`config.mk`:
```
export PLATFORM = sky130hd
export DESIGN_NAME = srle_span_gen
export DESIGN_NICKNAME = d
export VERILOG_FILES = /design/src/design/srle_pkg.sv /design/src/design/srle_span_gen.sv
export SDC_FILE = /design/constraint.sdc
export NUM_CORES = 1
export LEC_CHECK = 0
export BUFFER_PORTS_ARGS = -buffer_cell sky130_fd_sc_hd__buf_2
export CORE_ASPECT_RATIO = 1.25
export CORE_MARGIN = 1
export CORE_UTILIZATION = 35
export CTS_CLUSTER_DIAMETER = 60
export CTS_CLUSTER_SIZE = 30
export DETAILED_ROUTE_END_ITERATION = 12
export PLACE_DENSITY = 0.6
export SKIP_LAST_GASP = 1
export SLEW_MARGIN = 20
export SYNTH_ARGS = -nofsm -noshare
export SYNTH_HDL_FRONTEND = slang
export SYNTH_SLANG_ARGS = --single-unit
```
`constraint.sdc`:
```
create_clock -name clk -period 18.35 [get_ports clk]
set_clock_uncertainty 0.15 [all_clocks]
set_input_delay 3.67 -clock clk [delete_from_list [all_inputs] [get_ports clk]]
set_output_delay 3.67 -clock clk [all_outputs]
set_load 0.02 [all_outputs]
```
`src/design/srle_pkg.sv`:
```
package srle_pkg;

    // Palette geometry
    localparam int PALETTE_DEPTH = 256;
    localparam int PAL_AW        = (PALETTE_DEPTH > 1) ? $clog2(PALETTE_DEPTH) : 1;
    localparam int PAL_DW        = 25;
    localparam int MIN_WIDTH     = 8;

    // Stream widths
    localparam int IN_TDATA_W  = 56;
    localparam int OUT_TDATA_W = 72;

    // Colour constants
    localparam logic [7:0] COL_FULL = 8'hFF;
    localparam logic [7:0] COL_NONE = 8'h00;

    // Operation codes carried on s_tuser
    typedef enum logic [1:0] {
        OP_BEGIN   = 2'd0,
        OP_PAL_WR  = 2'd1,
        OP_INDEXED = 2'd2,
        OP_DIRECT  = 2'd3
    } op_t;

    typedef enum logic {
        ST_IDLE,
        ST_EMIT
    } state_t;

    // Control from sequencer to span generator
    typedef struct packed {
        logic        begin_img;
        logic [15:0] width;
        logic        load;
        logic [7:0]  count;
        logic        step;
    } span_ctrl_t;

    // Segment offered by span generator
    typedef struct packed {
        logic [15:0] x;
        logic [15:0] y;
        logic [7:0]  len;
        logic        last;
    } span_seg_t;

    function automatic logic is_magenta(input logic [7:0] r, input logic [7:0] g,
                                        input logic [7:0] b);
        return (r == COL_FULL) && (g == COL_NONE) && (b == COL_FULL);
    endfunction

endpackage

```
`src/design/srle_span_gen.sv`:
```
module srle_span_gen (
    input  logic                   clk,
    input  logic                   rst_n,
    input  srle_pkg::span_ctrl_t   ctrl,
    output srle_pkg::span_seg_t    seg
);
    import srle_pkg::*;

    logic [15:0] col_reg;
    logic [15:0] row_reg;
    logic [15:0] width_reg;
    logic [7:0]  count_reg;

    logic [15:0] room;
    logic [15:0] count_ext;
    logic        fits;
    logic [15:0] width_clamped;

    // Room left on the current row; column is always below width
    assign room          = width_reg - col_reg;
    assign count_ext     = {8'd0, count_reg};
    assign fits          = count_ext < room;
    assign width_clamped = (ctrl.width < 16'(MIN_WIDTH)) ? 16'(MIN_WIDTH) : ctrl.width;

    always_comb
    begin
        seg.x    = col_reg;
        seg.y    = row_reg;
        seg.len  = fits ? count_reg : room[7:0];
        seg.last = count_ext <= room;
    end

    // Position, width and remaining run
    always_ff @(posedge clk or negedge rst_n)
    begin
        if (!rst_n)
        begin
            col_reg   <= '0;
            row_reg   <= '0;
            width_reg <= 16'(MIN_WIDTH);
            count_reg <= '0;
        end
        else if (ctrl.begin_img)
        begin
            col_reg   <= '0;
            row_reg   <= '0;
            width_reg <= width_clamped;
        end
        else if (ctrl.load)
        begin
            count_reg <= ctrl.count;
        end
        else if (ctrl.step)
        begin
            count_reg <= count_reg - seg.len;
            if (fits)
            begin
                col_reg <= col_reg + count_ext;
            end
            else
            begin
                col_reg <= '0;
                if (row_reg != 16'hFFFF)
                begin
                    row_reg <= row_reg + 16'd1;
                end
            end
        end
    end

endmodule

```
# == Word-level counts from Yosys, hierarchy flattened ==
# Cells that the tools add are included.
# word_totals
elab_cells,34
out_inout_bits,41
input_bits,29
regBits,56
# op_classes
addsub,4
bitwise_logic,1
eq_ne,3
magnitude_cmp,3
reduce_logical,6
mux,13
# op_table
cell,count
$mux 16,10
$mux 8,3
$add 16x1->16 const B,1
$add 16x8->16,1
$le 8x16->1,1
$lt 16x4->1 const B,1
$lt 8x16->1,1
$ne 16x16->1 const B,1
$sub 16x16->16,1
$sub 8x8->8,1
$reduce_bool 2->1,3
$reduce_and 2->1,2
$reduce_and 4->1,1
$ne 2x1->1 const B,1
$ne 2x2->1 const B,1
$not 1->1,1

# == Logic depth before layout (Yosys ltp) ==
# logic_depth
depth_word,6
ltp_mapped,30

# == Least setup slack after synthesis ==
# OpenSTA, ideal clock, no wires.
# synth_timing
kind,register to output
startpoint,reg col_reg[1]
endpoint,out seg[1] (netlist name)
arrival_ps,4135
n_path_buf,1
slack_ps,10395
path_stages_with_launch,16
cell_sequence,dfrtp_1 > inv_1 > ha_1 > nor2b_4 > o31a_2 > nor2_4 > o21ai_0 > xor2_1 > inv_1 > ha_1 > nand2_1 > or4_4 > a211oi_4 > nand2_1 > clkbuf_1 > o21ai_0
# synth_lines
element,line,text
from (decl),srle_span_gen.sv:9,logic [15:0] col_reg;
from (signal assigned),srle_span_gen.sv:58,col_reg <= col_reg + count_ext;
to (decl),srle_span_gen.sv:5,output srle_pkg::span_seg_t seg

==> implementation parameters <==
Parameter                              Value

Status
  Status ... finished, final reports clean

Final layout
  Share of layout cells above drive strength 1 ... 19.25%
  Post-route standard cell area excluding fillers ... between 5000 and 6000 sq um
  Diode count ... 0
  Layout area overhead ... 13.85%
  Final std cells w/o fill ... ~760
  Number of nets at the end of the flow ... between 600 and 700

Global routing
  Number of global-route vias before repair ... 3916
  Leftover overflow at the end of global routing ... 0
  Largest net degree at the start of global routing ... 57
  Initial antenna violation count ... 0
  GRT Resource Usage Total ... around a fifth
  First-pass GRT wire length ... 20.01 mm

Routing
  Sum of routed wire length over all layers ... approximately 12 mm
  Via total after detailed routing ... slightly above 4000
  Violation count after the first detailed-route iteration ... 145
  TritonRoute pass-1 iters ... 4
  Via count normalized by instance count ... about 5.4
  Number of nets still failing antenna checks after routing ... 0
  DRC errors left ... 0
  Routed wirelength normalized by instance count ... 16.30 microns

Placement
  Post-detailed-placement half-perimeter wirelength ... around 9.5 mm
  Count of input and output buffers ... between 60 and 70
  Placed instance area ... between 5000 and 6000 sq um
  RePlAce Congestion ... between 0.8 and 0.9
  Dpl cells ... 747

Floorplan
  Die outline width ... roughly 100 microns
  Core area ... 12660 sq um
  Starting Density ... between 30% and 40%
  Std-Cell Rows ... between 40 and 50
  Chip Height ... 129.5 microns
  Ports placed on the boundary ... 70
  Die Outline Area ... roughly 13000 sq um

Timing
  Worst-case headroom to the max-slew limit ... between 40% and 50%
  Part of the cycle the worst path needs ... between 40% and 50%
  Total Negative Setup Slacks ... 0 ns
  Unrepaired setup endpoints after global routing ... no
  Final hold viol count ... 0
  Tightest Pin Transition ... 0.7680 ns
  Count of final setup violators ... 0
  Tightest hold margin ... 0.3503 ns
  Slew Limit Fails ... 0
  Min Clock Period, post-route ... roughly 8.4 ns
  Fmax ... roughly 120 MHz

CTS
  Worst skew pair latency ... roughly 0.30 ns
  # Post-CTS Setup Buffers ... 0
  Hold buffer count at cts ... 0
  Clk root buf ... sky130_fd_sc_hd__clkbuf_16
  Clock Pin Slew Worst Setup and Hold Paths ... 0.07 ns
  TritonCTS clock tree ... done
  Number of clock sinks ... 56
  Clock tree buffer depth ... 2
  Cts repair resizes ... 0
  Htree depth ... 2
  Number of buffers inserted during clock tree synthesis ... 5

Power
  Cell leakage power ... about 0.0024 uW
  VDD IR-drop max ... ~0.064 mV
  Power per cell area ... between 100 and 150 nW/um^2
  Total chip power ... 644.5 uW

Worst setup path
  Setup crit end kind ... output port
  Worst setup SP type ... register
  WP data required ... 14.53 ns
  Critical path type ... reg2out
  Crit path arrival time ... roughly 4.6 ns
  Crit Path Max Fanout ... 17

Synthesis
  Nets in the synthesized netlist ... between 500 and 600
  Yosys warnings ... 0
  Avg Inst Size Synth ... 8.623 sq um
  Most frequent cells after synthesis ... 55 x sky130_fd_sc_hd__dfrtp_1, 44 x sky130_fd_sc_hd__nand2_1, 42 x sky130_fd_sc_hd__nor2_1, 41 x sky130_fd_sc_hd__inv_1, 35 x sky130_fd_sc_hd__ha_1
  Top cell type by total area after synthesis ... sky130_fd_sc_hd__dfrtp_1
  Flop and latch count out of synthesis ... 56
  Largest cells by area after synthesis ... sky130_fd_sc_hd__dfrtp_1 30%, sky130_fd_sc_hd__ha_1 9.6%, sky130_fd_sc_hd__nand2_1 3.6%
  Most instantiated library cell after synthesis ... sky130_fd_sc_hd__dfrtp_1
  Share of the synthesized area in the top cell type ... a little under a third
  Netlist area before placement ... between 4000 and 5000 sq um
  Async set-or-reset flop fraction in the synthesized netlist ... 100.0%
  Portion of the post-synthesis area used by sequential elements ... a little under a third
  Commonest register cell after synthesis ... sky130_fd_sc_hd__dfrtp_1
  Number of different library cells in the post-synthesis netlist ... 73
  Cells after Synth ... around 530
  Number of enable flip-flop cells after synthesis ... 0

Run
  Maxcap violations ... 0

Worst hold path
  Hold WC Path Type ... reg2reg
logic make-up (layout without fill, tap and decap cells):
family | count (synthesis) | in the layout | synth area share [%]
buffers and inverters | 61 | 120 | 5.248
XOR/XNOR | 25 | 25 | 5.414
adder cells (fa/ha/maj) | 39 | 39 | 11.16
AND/OR/NAND/NOR | 174 | 174 | 19.43
AO/OA/AOI/OAI | 153 | 153 | 23.14
flip-flops | 56 | 56 | 30.81
multiplexers | 20 | 20 | 4.809
layout by cell type, fill, tap and decap left out, types with 4 or more instances in the layout:
cell type	Yosys	final
sky130_fd_sc_hd__nor3_1	13	13
sky130_fd_sc_hd__o22ai_1	7	7
sky130_fd_sc_hd__or2_2	4	4
sky130_fd_sc_hd__mux2i_1	5	5
sky130_fd_sc_hd__and2_1	4	4
sky130_fd_sc_hd__nor3_2	4	4
sky130_fd_sc_hd__and3_1	4	4
sky130_fd_sc_hd__ha_1	35	35
sky130_fd_sc_hd__dfrtp_1	55	55
sky130_fd_sc_hd__o211a_1	5	5
sky130_fd_sc_hd__a21oi_1	29	29
sky130_fd_sc_hd__a21o_1	8	8
sky130_fd_sc_hd__o211ai_1	9	9
sky130_fd_sc_hd__xnor2_1	15	15
sky130_fd_sc_hd__buf_2	1	69
sky130_fd_sc_hd__nand2b_1	7	7
sky130_fd_sc_hd__nand2_1	44	44
sky130_fd_sc_hd__o21ai_0	33	33
sky130_fd_sc_hd__nor2_1	42	42
sky130_fd_sc_hd__clkbuf_16	0	5
sky130_fd_sc_hd__o21a_1	5	5
sky130_fd_sc_hd__inv_1	41	41
sky130_fd_sc_hd__mux2_2	14	14
sky130_fd_sc_hd__a22o_1	5	5
sky130_fd_sc_hd__a41oi_1	4	4
sky130_fd_sc_hd__xor2_1	8	8
sky130_fd_sc_hd__nand3_1	19	19
sky130_fd_sc_hd__o21ai_1	9	9
sky130_fd_sc_hd__or3_1	10	10
sky130_fd_sc_hd__nand4_1	6	6
worst max-delay path, stage by stage, from the launching register on:
cell and delay (ns):
sky130_fd_sc_hd__dfrtp_1 0.42, sky130_fd_sc_hd__inv_1 0.11, sky130_fd_sc_hd__ha_1 0.29, sky130_fd_sc_hd__nor2b_4 0.13
sky130_fd_sc_hd__o31a_2 0.35, sky130_fd_sc_hd__nor2_4 0.15, sky130_fd_sc_hd__o21ai_0 0.12, sky130_fd_sc_hd__xor2_1 0.25
sky130_fd_sc_hd__inv_1 0.10, sky130_fd_sc_hd__ha_1 0.32, sky130_fd_sc_hd__nand2_1 0.07, sky130_fd_sc_hd__or4_4 0.55
sky130_fd_sc_hd__a211oi_4 0.40, sky130_fd_sc_hd__nand2_1 0.42, sky130_fd_sc_hd__nand2_1 0.17, sky130_fd_sc_hd__o21a_1 0.20
sky130_fd_sc_hd__inv_1 0.05, sky130_fd_sc_hd__buf_2 0.15
path summary, 6_finish.rpt:
check                       startpoint             to  slack [ns]  depth (start not counted)
setup / recovery            col_reg[1]         seg[2]        9.95                         17
hold / removal             col_reg[13]    col_reg[13]        0.35                          1
setup reg to reg            col_reg[1]   count_reg[7]       11.86                         24
min in group asynchronous        rst_n  width_reg[11]        3.36                          2
hold reg to reg            col_reg[13]    col_reg[13]        0.35                          1
max in group asynchronous        rst_n     col_reg[3]       14.20                          2
report_power, final:
part           total (uW)  internal (uW)  switching, uW
sequential            168            140           28.4
clock                99.5           51.1           48.3
combinational         377            159            218
total                 644            350            294
routing by layer:
metal / track usage, % / part of all wire [%] / vias up
met1: 22.63 / 44 / 1924
met4: 6.891 / 2.1 / 0
li1: - / - / 2038
met5: 0 / 0 / -
met3: 2.113 / 2.8 / 14
met2: 34.39 / 52 / 78
metrics by stage:
step	util, %	setup WS, ns
after floorplan	-	10.40
after global placement	39.79	10.45
after detailed placement	39.79	10.31
after CTS	40.94	9.965
after global routing	40.94	9.617
final	40.94	9.946
layout make-up:
class	count	area, sq um
clock buffers	6	128.9
repair buffers	71	360.3
fillers	1312	7478
inverters	41	153.9
multi-input cells	411	2912
well taps	168	210.2
clock inverters	2	16.27
flip-flops and latches	56	1403
Note: power is estimated with default switching activity, not from simulation.
